## src/design/i2c_master_single_byte_writer_macros.svh

```systemverilog
// Assertion macros for the I2C single byte writer.
`ifndef I2C_MASTER_SINGLE_BYTE_WRITER_MACROS_SVH
`define I2C_MASTER_SINGLE_BYTE_WRITER_MACROS_SVH

// Antecedent implies consequent in the same cycle.
`define I2CMW_ASSERT_IMPL(label, ante, cons, msg) \
  label: assert property (@(posedge clk) disable iff (rst) (ante) |-> (cons)) \
    else $error(msg);

// Condition never holds.
`define I2CMW_ASSERT_NEVER(label, cond, msg) \
  label: assert property (@(posedge clk) disable iff (rst) !(cond)) \
    else $error(msg);

`endif

```

## src/design/i2cmw_pkg.sv

```systemverilog
// Shared types and constants for the I2C single byte writer.
package i2cmw_pkg;

  typedef enum logic [1:0] {
    CMD_NONE  = 2'd0,
    CMD_START = 2'd1,
    CMD_CONT  = 2'd2,
    CMD_STOP  = 2'd3
  } cmd_t;

  localparam logic REQ_UPDATE = 1'b0;
  localparam logic REQ_EVENT  = 1'b1;

  localparam logic [3:0] EV_BUS_ERR   = 4'd0;
  localparam logic [3:0] EV_START     = 4'd1;
  localparam logic [3:0] EV_REP_START = 4'd2;
  localparam logic [3:0] EV_SLAW_ACK  = 4'd3;
  localparam logic [3:0] EV_DATA_ACK  = 4'd4;
  localparam logic [3:0] EV_SLAW_NACK = 4'd5;
  localparam logic [3:0] EV_DATA_NACK = 4'd6;
  localparam logic [3:0] EV_ARB_LOST  = 4'd7;
  localparam logic [3:0] EV_SLAR_ACK  = 4'd8;
  localparam logic [3:0] EV_SLAR_NACK = 4'd9;
  localparam logic [3:0] EV_RX_DATA   = 4'd10;

  localparam logic [7:0] ADDR_RESET = 8'h40;
  localparam logic [7:0] CUR_RESET  = 8'hff;

  typedef struct packed {
    logic       req_type;
    logic [7:0] new_value;
    logic [3:0] bus_event;
    logic [7:0] rx_byte;
  } req_t;

  typedef struct packed {
    cmd_t       bus_command;
    logic       load_byte;
    logic [7:0] tx_byte;
    logic       error_flag;
    logic       busy_res;
    logic [7:0] confirmed_value;
  } res_t;

endpackage

```

## src/design/i2cmw_if.sv

```systemverilog
// Valid/ready channel interfaces for requests and results.
interface i2cmw_req_if;
  logic       valid;
  logic       ready;
  logic       req_type;
  logic [7:0] new_value;
  logic [3:0] bus_event;
  logic [7:0] rx_byte;

  modport source (output valid, req_type, new_value, bus_event, rx_byte, input ready);
  modport sink (input valid, req_type, new_value, bus_event, rx_byte, output ready);
endinterface

interface i2cmw_rsp_if;
  logic       valid;
  logic       ready;
  logic [1:0] bus_command;
  logic       load_byte;
  logic [7:0] tx_byte;
  logic       error_flag;
  logic       busy_res;
  logic [7:0] confirmed_value;

  modport source (output valid, bus_command, load_byte, tx_byte, error_flag, busy_res,
                  confirmed_value, input ready);
  modport sink (input valid, bus_command, load_byte, tx_byte, error_flag, busy_res,
                confirmed_value, output ready);
endinterface

```

## src/design/i2cmw_in_reg.sv

```systemverilog
// Input register stage: captures one request beat.
module i2cmw_in_reg (
  input  logic               clk,
  input  logic               rst,
  i2cmw_req_if.sink          req_ch,
  input  logic               take,
  output logic               valid,
  output i2cmw_pkg::req_t    data
);

  assign req_ch.ready = !valid || take;

  always_ff @(posedge clk) begin
    if (rst) begin
      valid <= 1'b0;
    end else if (req_ch.ready) begin
      valid <= req_ch.valid;
    end
  end

  always_ff @(posedge clk) begin
    if (req_ch.valid && req_ch.ready) begin
      data.req_type  <= req_ch.req_type;
      data.new_value <= req_ch.new_value;
      data.bus_event <= req_ch.bus_event;
      data.rx_byte   <= req_ch.rx_byte;
    end
  end

endmodule

```

## src/design/i2cmw_ctrl.sv

```systemverilog
// Transfer state and per-item command decision.
module i2cmw_ctrl (
  input  logic               clk,
  input  logic               rst,
  input  logic               step,
  input  i2cmw_pkg::req_t    req,
  input  logic [7:0]         slave_address,
  output i2cmw_pkg::res_t    res
);

  logic [7:0] wanted_value, wanted_value_next;
  logic [7:0] in_flight_value, in_flight_value_next;
  logic [7:0] current_value, current_value_next;
  logic       active, active_next;

  always_ff @(posedge clk) begin
    if (rst) begin
      wanted_value    <= 8'd0;
      in_flight_value <= 8'd0;
      current_value   <= i2cmw_pkg::CUR_RESET;
      active          <= 1'b1;
    end else if (step) begin
      wanted_value    <= wanted_value_next;
      in_flight_value <= in_flight_value_next;
      current_value   <= current_value_next;
      active          <= active_next;
    end
  end

  always_comb begin
    i2cmw_pkg::cmd_t cmd;
    logic            load;
    logic [7:0]      tx;
    logic            err;

    cmd                  = i2cmw_pkg::CMD_NONE;
    load                 = 1'b0;
    tx                   = 8'd0;
    err                  = 1'b0;
    wanted_value_next    = wanted_value;
    in_flight_value_next = in_flight_value;
    current_value_next   = current_value;
    active_next          = active;

    if (req.req_type == i2cmw_pkg::REQ_UPDATE) begin
      if (wanted_value != req.new_value) begin
        wanted_value_next = req.new_value;
        if (!active) begin
          cmd         = i2cmw_pkg::CMD_START;
          active_next = 1'b1;
        end
      end
    end else if (active) begin
      case (req.bus_event)
        i2cmw_pkg::EV_BUS_ERR: begin
          cmd = i2cmw_pkg::CMD_STOP;
          err = 1'b1;
        end
        i2cmw_pkg::EV_START, i2cmw_pkg::EV_REP_START: begin
          tx   = slave_address;
          load = 1'b1;
          cmd  = i2cmw_pkg::CMD_CONT;
        end
        i2cmw_pkg::EV_SLAW_ACK: begin
          // latch the byte going out so the data ack can confirm it
          in_flight_value_next = wanted_value;
          tx                   = wanted_value;
          load                 = 1'b1;
          cmd                  = i2cmw_pkg::CMD_CONT;
        end
        i2cmw_pkg::EV_DATA_ACK: begin
          current_value_next = in_flight_value;
          active_next        = 1'b0;
        end
        i2cmw_pkg::EV_SLAW_NACK, i2cmw_pkg::EV_DATA_NACK, i2cmw_pkg::EV_SLAR_NACK: begin
          active_next = 1'b0;
          err         = 1'b1;
        end
        i2cmw_pkg::EV_ARB_LOST: begin
          cmd = i2cmw_pkg::CMD_START;
        end
        i2cmw_pkg::EV_SLAR_ACK: begin
          cmd = i2cmw_pkg::CMD_CONT;
        end
        i2cmw_pkg::EV_RX_DATA: begin
          current_value_next = req.rx_byte;
          active_next        = 1'b0;
        end
        default: begin
        end
      endcase
      // transfer ended: restart if a change is still pending and no error was seen, else release the bus
      if (!active_next) begin
        if (wanted_value_next != current_value_next && !err) begin
          cmd         = i2cmw_pkg::CMD_START;
          active_next = 1'b1;
        end else begin
          cmd = i2cmw_pkg::CMD_STOP;
        end
      end
    end

    res.bus_command     = cmd;
    res.load_byte       = load;
    res.tx_byte         = tx;
    res.error_flag      = err;
    res.busy_res        = active_next;
    res.confirmed_value = current_value_next;
  end

endmodule

```

## src/design/i2cmw_out_reg.sv

```systemverilog
// Result register stage: holds one result beat until taken.
module i2cmw_out_reg (
  input  logic               clk,
  input  logic               rst,
  input  logic               valid_in,
  input  i2cmw_pkg::res_t    data_in,
  output logic               ready_in,
  i2cmw_rsp_if.source        rsp_ch
);

  logic            valid;
  i2cmw_pkg::res_t data;

  assign ready_in = !valid || rsp_ch.ready;

  always_ff @(posedge clk) begin
    if (rst) begin
      valid <= 1'b0;
    end else if (ready_in) begin
      valid <= valid_in;
    end
  end

  always_ff @(posedge clk) begin
    if (valid_in && ready_in) begin
      data <= data_in;
    end
  end

  assign rsp_ch.valid           = valid;
  assign rsp_ch.bus_command     = data.bus_command;
  assign rsp_ch.load_byte       = data.load_byte;
  assign rsp_ch.tx_byte         = data.tx_byte;
  assign rsp_ch.error_flag      = data.error_flag;
  assign rsp_ch.busy_res        = data.busy_res;
  assign rsp_ch.confirmed_value = data.confirmed_value;

endmodule

```

## src/design/i2c_master_single_byte_writer.sv

```systemverilog
// Sequencing controller for an I2C master that keeps one remote port byte current.
// Each request beat (a new wanted value or an encoded bus status) yields exactly one
// result beat carrying the next bus command, an optional byte to load, an error flag,
// the busy state and the confirmed port value. One beat is accepted per cycle when the
// result side keeps up; each beat passes the input register, then the result register;
// one transfer state update per accepted beat sets that rate. After reset the
// controller is busy, as if START had been issued, the confirmed value is 0xff and the
// slave address register holds 0x40; write the address only while no beat is in flight.
`include "i2c_master_single_byte_writer_macros.svh"

module i2c_master_single_byte_writer (
  input  logic         clk,
  input  logic         rst,
  i2cmw_req_if.sink    req_ch,
  i2cmw_rsp_if.source  rsp_ch,
  input  logic         wr_en,
  input  logic [7:0]   wr_data
);

  logic [7:0]      slave_address;
  logic            req_valid;
  i2cmw_pkg::req_t req_data;
  i2cmw_pkg::res_t res_data;
  logic            res_ready;
  logic            step;

  always_ff @(posedge clk) begin
    if (rst) begin
      slave_address <= i2cmw_pkg::ADDR_RESET;
    end else if (wr_en) begin
      slave_address <= wr_data;
    end
  end

  // advance the held request into the result register
  assign step = req_valid && res_ready;

  i2cmw_in_reg u_in_reg (
    .clk    (clk),
    .rst    (rst),
    .req_ch (req_ch),
    .take   (res_ready),
    .valid  (req_valid),
    .data   (req_data)
  );

  i2cmw_ctrl u_ctrl (
    .clk           (clk),
    .rst           (rst),
    .step          (step),
    .req           (req_data),
    .slave_address (slave_address),
    .res           (res_data)
  );

  i2cmw_out_reg u_out_reg (
    .clk      (clk),
    .rst      (rst),
    .valid_in (req_valid),
    .data_in  (res_data),
    .ready_in (res_ready),
    .rsp_ch   (rsp_ch)
  );

  `I2CMW_ASSERT_IMPL(a_err_stops, rsp_ch.valid && rsp_ch.error_flag, rsp_ch.bus_command == i2cmw_pkg::CMD_STOP, "error result without STOP")
  `I2CMW_ASSERT_IMPL(a_start_busy, rsp_ch.valid && rsp_ch.bus_command == i2cmw_pkg::CMD_START, rsp_ch.busy_res, "START issued while idle")
  `I2CMW_ASSERT_IMPL(a_tx_zero, rsp_ch.valid && !rsp_ch.load_byte, rsp_ch.tx_byte == 8'd0, "tx byte set without load")
  `I2CMW_ASSERT_NEVER(a_err_no_load, rsp_ch.valid && rsp_ch.error_flag && rsp_ch.load_byte, "byte load on error result")

endmodule
```

## src/flat_wrapper.sv

```systemverilog
// flat-port wrapper written by rule: the top's interface ports become plain ports
module i2c_master_single_byte_writer_flat 
  (clk, rst, wr_en, wr_data, req_ch_valid, req_ch_req_type, req_ch_new_value, req_ch_bus_event, req_ch_rx_byte, req_ch_ready, rsp_ch_valid, rsp_ch_bus_command, rsp_ch_load_byte, rsp_ch_tx_byte, rsp_ch_error_flag, rsp_ch_busy_res, rsp_ch_confirmed_value, rsp_ch_ready);
  i2cmw_req_if req_ch_i ();
  i2cmw_rsp_if rsp_ch_i ();
  input  logic clk;
  input  logic rst;
  input  logic wr_en;
  input  logic [7:0] wr_data;
  input wire logic [$bits(req_ch_i.valid)-1:0] req_ch_valid;
  input wire logic [$bits(req_ch_i.req_type)-1:0] req_ch_req_type;
  input wire logic [$bits(req_ch_i.new_value)-1:0] req_ch_new_value;
  input wire logic [$bits(req_ch_i.bus_event)-1:0] req_ch_bus_event;
  input wire logic [$bits(req_ch_i.rx_byte)-1:0] req_ch_rx_byte;
  output wire logic [$bits(req_ch_i.ready)-1:0] req_ch_ready;
  output wire logic [$bits(rsp_ch_i.valid)-1:0] rsp_ch_valid;
  output wire logic [$bits(rsp_ch_i.bus_command)-1:0] rsp_ch_bus_command;
  output wire logic [$bits(rsp_ch_i.load_byte)-1:0] rsp_ch_load_byte;
  output wire logic [$bits(rsp_ch_i.tx_byte)-1:0] rsp_ch_tx_byte;
  output wire logic [$bits(rsp_ch_i.error_flag)-1:0] rsp_ch_error_flag;
  output wire logic [$bits(rsp_ch_i.busy_res)-1:0] rsp_ch_busy_res;
  output wire logic [$bits(rsp_ch_i.confirmed_value)-1:0] rsp_ch_confirmed_value;
  input wire logic [$bits(rsp_ch_i.ready)-1:0] rsp_ch_ready;
  assign req_ch_i.valid = req_ch_valid;
  assign req_ch_i.req_type = req_ch_req_type;
  assign req_ch_i.new_value = req_ch_new_value;
  assign req_ch_i.bus_event = req_ch_bus_event;
  assign req_ch_i.rx_byte = req_ch_rx_byte;
  assign req_ch_ready = req_ch_i.ready;
  assign rsp_ch_valid = rsp_ch_i.valid;
  assign rsp_ch_bus_command = rsp_ch_i.bus_command;
  assign rsp_ch_load_byte = rsp_ch_i.load_byte;
  assign rsp_ch_tx_byte = rsp_ch_i.tx_byte;
  assign rsp_ch_error_flag = rsp_ch_i.error_flag;
  assign rsp_ch_busy_res = rsp_ch_i.busy_res;
  assign rsp_ch_confirmed_value = rsp_ch_i.confirmed_value;
  assign rsp_ch_i.ready = rsp_ch_ready;
  i2c_master_single_byte_writer u_core (.clk(clk), .rst(rst), .req_ch(req_ch_i), .rsp_ch(rsp_ch_i), .wr_en(wr_en), .wr_data(wr_data));
endmodule
```

## config.mk

```make
export PLATFORM = sky130hd
export DESIGN_NAME = i2c_master_single_byte_writer_flat
export DESIGN_NICKNAME = d
export VERILOG_FILES = /design/src/design/i2cmw_pkg.sv /design/src/design/i2cmw_if.sv /design/src/design/i2cmw_in_reg.sv /design/src/design/i2cmw_ctrl.sv /design/src/design/i2cmw_out_reg.sv /design/src/design/i2c_master_single_byte_writer.sv /design/src/flat_wrapper.sv
export VERILOG_INCLUDE_DIRS = /design/src /design/src/design
export SDC_FILE = /design/constraint.sdc
export NUM_CORES = 1
export LEC_CHECK = 0
export ABC_CLOCK_PERIOD_IN_PS = 3550
export BUFFER_PORTS_ARGS = -buffer_cell sky130_fd_sc_hd__clkbuf_2
export CORE_UTILIZATION = 35
export CTS_BUF_LIST = sky130_fd_sc_hd__clkbuf_8
export DETAILED_ROUTE_END_ITERATION = 8
export GPL_ROUTABILITY_DRIVEN = 0
export HOLD_SLACK_MARGIN = 0.03
export PLACE_DENSITY = 0.55
export SYNTH_ARGS = -nofsm -noshare
export SYNTH_HDL_FRONTEND = slang
export SYNTH_SLANG_ARGS = --single-unit
export TNS_END_PERCENT = 5
```

## constraint.sdc

```tcl
create_clock -name clk -period 3.55 [get_ports clk]
set_input_delay 0.355 -clock clk [delete_from_list [all_inputs] [get_ports clk]]
set_output_delay 0.355 -clock clk [all_outputs]
set_load 0.005 [all_outputs]
```

==> run metrics <==
Slew @ Worst Pin ~1100 ps; Main synth FF type edfxtp_1; Routed Antenna Nets 0; VDD IR-drop max 162.3 uV; WS Path Type flip-flop to flip-flop; Synth area leader edfxtp_1; Cell Pwr Density 460.8 nW/um^2; CTS tree built; Via density 4.978; first-pass GRT wire length ~11,000 um; Highest Signal Layer met4; Pleak 1.608 nW; io pins 57; TritonCTS Buffers 9; HP Class input pin to flip-flop; hold slack roughly 180 ps; Synth top area share 0.3804; Int Power 1.349 mW; total global-route track usage 0.1487; synthesized instance count 283; sequential power share 0.574; placed cells 439; WP data arrival 3290 ps; Logic pwr share 0.092; Final Critical Period 3132 ps; Slowest cell on crit path or4b_1; Slew headroom 0.2910; Clock Skew 9.722 ps; core box area between 9000 and 10,000 sq um; WL final 6913 um; largest cells by area after synthesis edfxtp_1 38%, dfxtp_1 21%, mux2i_1 9.4%; PostCTS Resize Cnt 0; WP buf/inv 0; Layout Cells excl Fill 455; vias in the first global route 2,190; Max-Cap Viols 0; Layout fillers slightly above 900; maximum buffer depth of the clock tree 2; row cnt 35; yosys warns 0; FF+latch count, synth 77; PortBufs 56; asr flop ratio synth 0; Final Hold Fails 0; Worst Hold Launch req_ch_new_value[3]; Final HPWL DP 4735 um; sequential fraction of the synthesis area 0.5917; clock share of power 0.334; Avg Inst Size Synth roughly 12 sq um; initial antenna violation count 0; die width roughly 99 um; Top delay family on crit path simple AND/OR/NAND/NOR gates; CP max stage delay between 900 and 1000 ps; Detailed Routing Iterations Pass 1 4; layout cells sized above 1 0.2267; area growth from synthesis to layout 15.77%; final worst-path cycle share 0.8823; Final Net Count between 300 and 400; post-DR wirelength/cell 15.19 um; Metal-1 WL 3144 um; ant diodes 0; total gr overflow 0; insertion delay of the later-clocked pin in the worst-skew pair 350 ps; Die Span Y 99.33 um; Post-synth EDFFs 42; vias 2,265; Setup Buffers After CTS 0; H-tree depth 3; RSZ-0062 raised after global routing no; fmax 0.3193 GHz; switch share 0.2375; die area 9866 sq um; iteration-0 DRC count of the detailed router 97; status finished, final reports clean; Net Switching between 0.4 and 0.5 mW; Netlist cell types 38; critical path endpoint category flip-flop; CTS sink cnt 77; crit path cell chain or4b_1 -> mux2i_1 -> a21oi_1 -> xnor2_1 -> nand4_1 -> or2_1 -> a22o_1 -> a221oi_1; Critical Path RT between 3000 and 4000 ps; Initial Util 0.3605; largest net degree at the start of global routing 37; FF-to-FF Start u_core.u_in_reg.data[9]; Power Total between 1.5 and 2 mW; syn_nets 317; final setup fails 0; WL met3 around 390 um; Root Driver clkbuf_8; # hold bufs at CTS 0; Setup TNS Final 0 ps; Syn Std Cell Area 3316 sq um; DRC 0; CTS clk-pin slew, worst paths 80 ps; Startpoint Class flip-flop; routed wl met2 about 3300 um; worst setup path start u_core.u_in_reg.data[9]; Worst Path Max Fanout 17; Slew Limit Fails 0
-- cell type report --
class	instances	area, sq um	share of cell area
multi-input cells	187	1234	0.3214
clock inverters	5	27.53	0.007171
repair buffers	60	310.3	0.08083
flip-flops and latches	77	1962	0.5111
inverters	4	15.01	0.003911
clock buffers	11	151.4	0.03944
well taps	111	138.9	0.03618
-- flip-flops by register name, indices dropped and copies added (netlist names) --
register                                 cells
u_core.u_in_reg.data                        21
u_core.slave_address                         8
u_core.u_ctrl.current_value                  8
u_core.u_ctrl.in_flight_value                8
u_core.u_ctrl.wanted_value                   8
u_core.u_out_reg.rsp_ch.confirmed_value      8
u_core.u_out_reg.rsp_ch.tx_byte              8
u_core.u_out_reg.rsp_ch.bus_command          2
u_core.u_ctrl.active                         1
u_core.u_in_reg.valid                        1
u_core.u_out_reg.rsp_ch.busy_res             1
u_core.u_out_reg.rsp_ch.error_flag           1
u_core.u_out_reg.rsp_ch.load_byte            1
u_core.u_out_reg.rsp_ch.valid                1
-- metrics by stage --
| step | utilization | cell area [sq um] | setup slack [ps] |
|---|---|---|---|
| 2_1_floorplan | - | 3316 | 885.3 |
| 3_3_place_gp | 0.3980 | 3660 | 518.0 |
| 3_5_place_dp | 0.3980 | 3660 | 443.1 |
| 4_1_cts | 0.4174 | 3839 | 423.2 |
| 5_1_grt | 0.4174 | 3839 | 210.9 |
| 6_report | 0.4174 | 3839 | 418.0 |
-- cells in the mapped netlist, types with 3 or more instances --
master    number
nor2_1        48
edfxtp_1      42
dfxtp_1       35
mux2i_1       31
a21oi_1       20
xnor2_1       11
and2_1        10
a211o_1        9
a22o_1         9
o22ai_1        9
clkbuf_1       7
xor2_1         6
nand2_1        5
buf_4          4
nor2b_1        4
buf_6          3
inv_1          3
nand4_1        3
nor3_1         3
o21ai_0        3
-- power groups by stage --
stage          registers, mW  logic (mW)  clock network, mW
2_1_floorplan           1.03       0.115                  0
3_3_place_gp            1.04       0.162                  0
3_5_place_dp            1.04       0.164                  0
4_1_cts                 1.02       0.166              0.616
5_1_grt                 1.02       0.183              0.648
6_report                1.02       0.163              0.590
-- final timing paths --
check | to | slack, ps | cells after the start
hold reg to reg | u_core.slave_address[1] | 500 | 2
hold / removal | u_core.u_in_reg.data[15] | 180 | 1
setup / recovery | u_core.u_out_reg.rsp_ch.bus_command[1] | 420 | 8
setup reg to reg | u_core.u_out_reg.rsp_ch.bus_command[1] | 420 | 8
-- per-layer routing --
metal | up-vias | global-route usage
li1 | 1134 | -
met5 | - | 0
met4 | 0 | 0.04864
met1 | 1062 | 0.1811
met2 | 60 | 0.2495
met3 | 9 | 0.04779
-- logic make-up (layout without fill, tap and decap cells) --
group,after synthesis,in the layout,synth area share
mux,31,31,0.09359
buf+inv,19,80,0.03622
flops,77,77,0.5917
xor+xnor,17,17,0.04490
simple gates,81,81,0.1147
compound gates,58,58,0.1189
-- worst reg2reg max path, delay by kind of cell, from the launching register on --
kind	cells	cell delay [ps]
multiplexers	1	230
XOR/XNOR	1	140
AND/OR/NAND/NOR	3	1330
AO/OA/AOI/OAI	3	730
flip-flops	1	530
-- placed cells by master (no fill, tap or decap), types with 9 or more instances in the layout --
cell,n
mux2i_1,31
a22o_1,9
and2_1,10
clkbuf_8,11
a211o_1,9
edfxtp_1,42
nor2_1,48
clkbuf_2,56
a21oi_1,20
xnor2_1,11
dfxtp_1,35
o22ai_1,9
(Power assumes the default switching activity.)
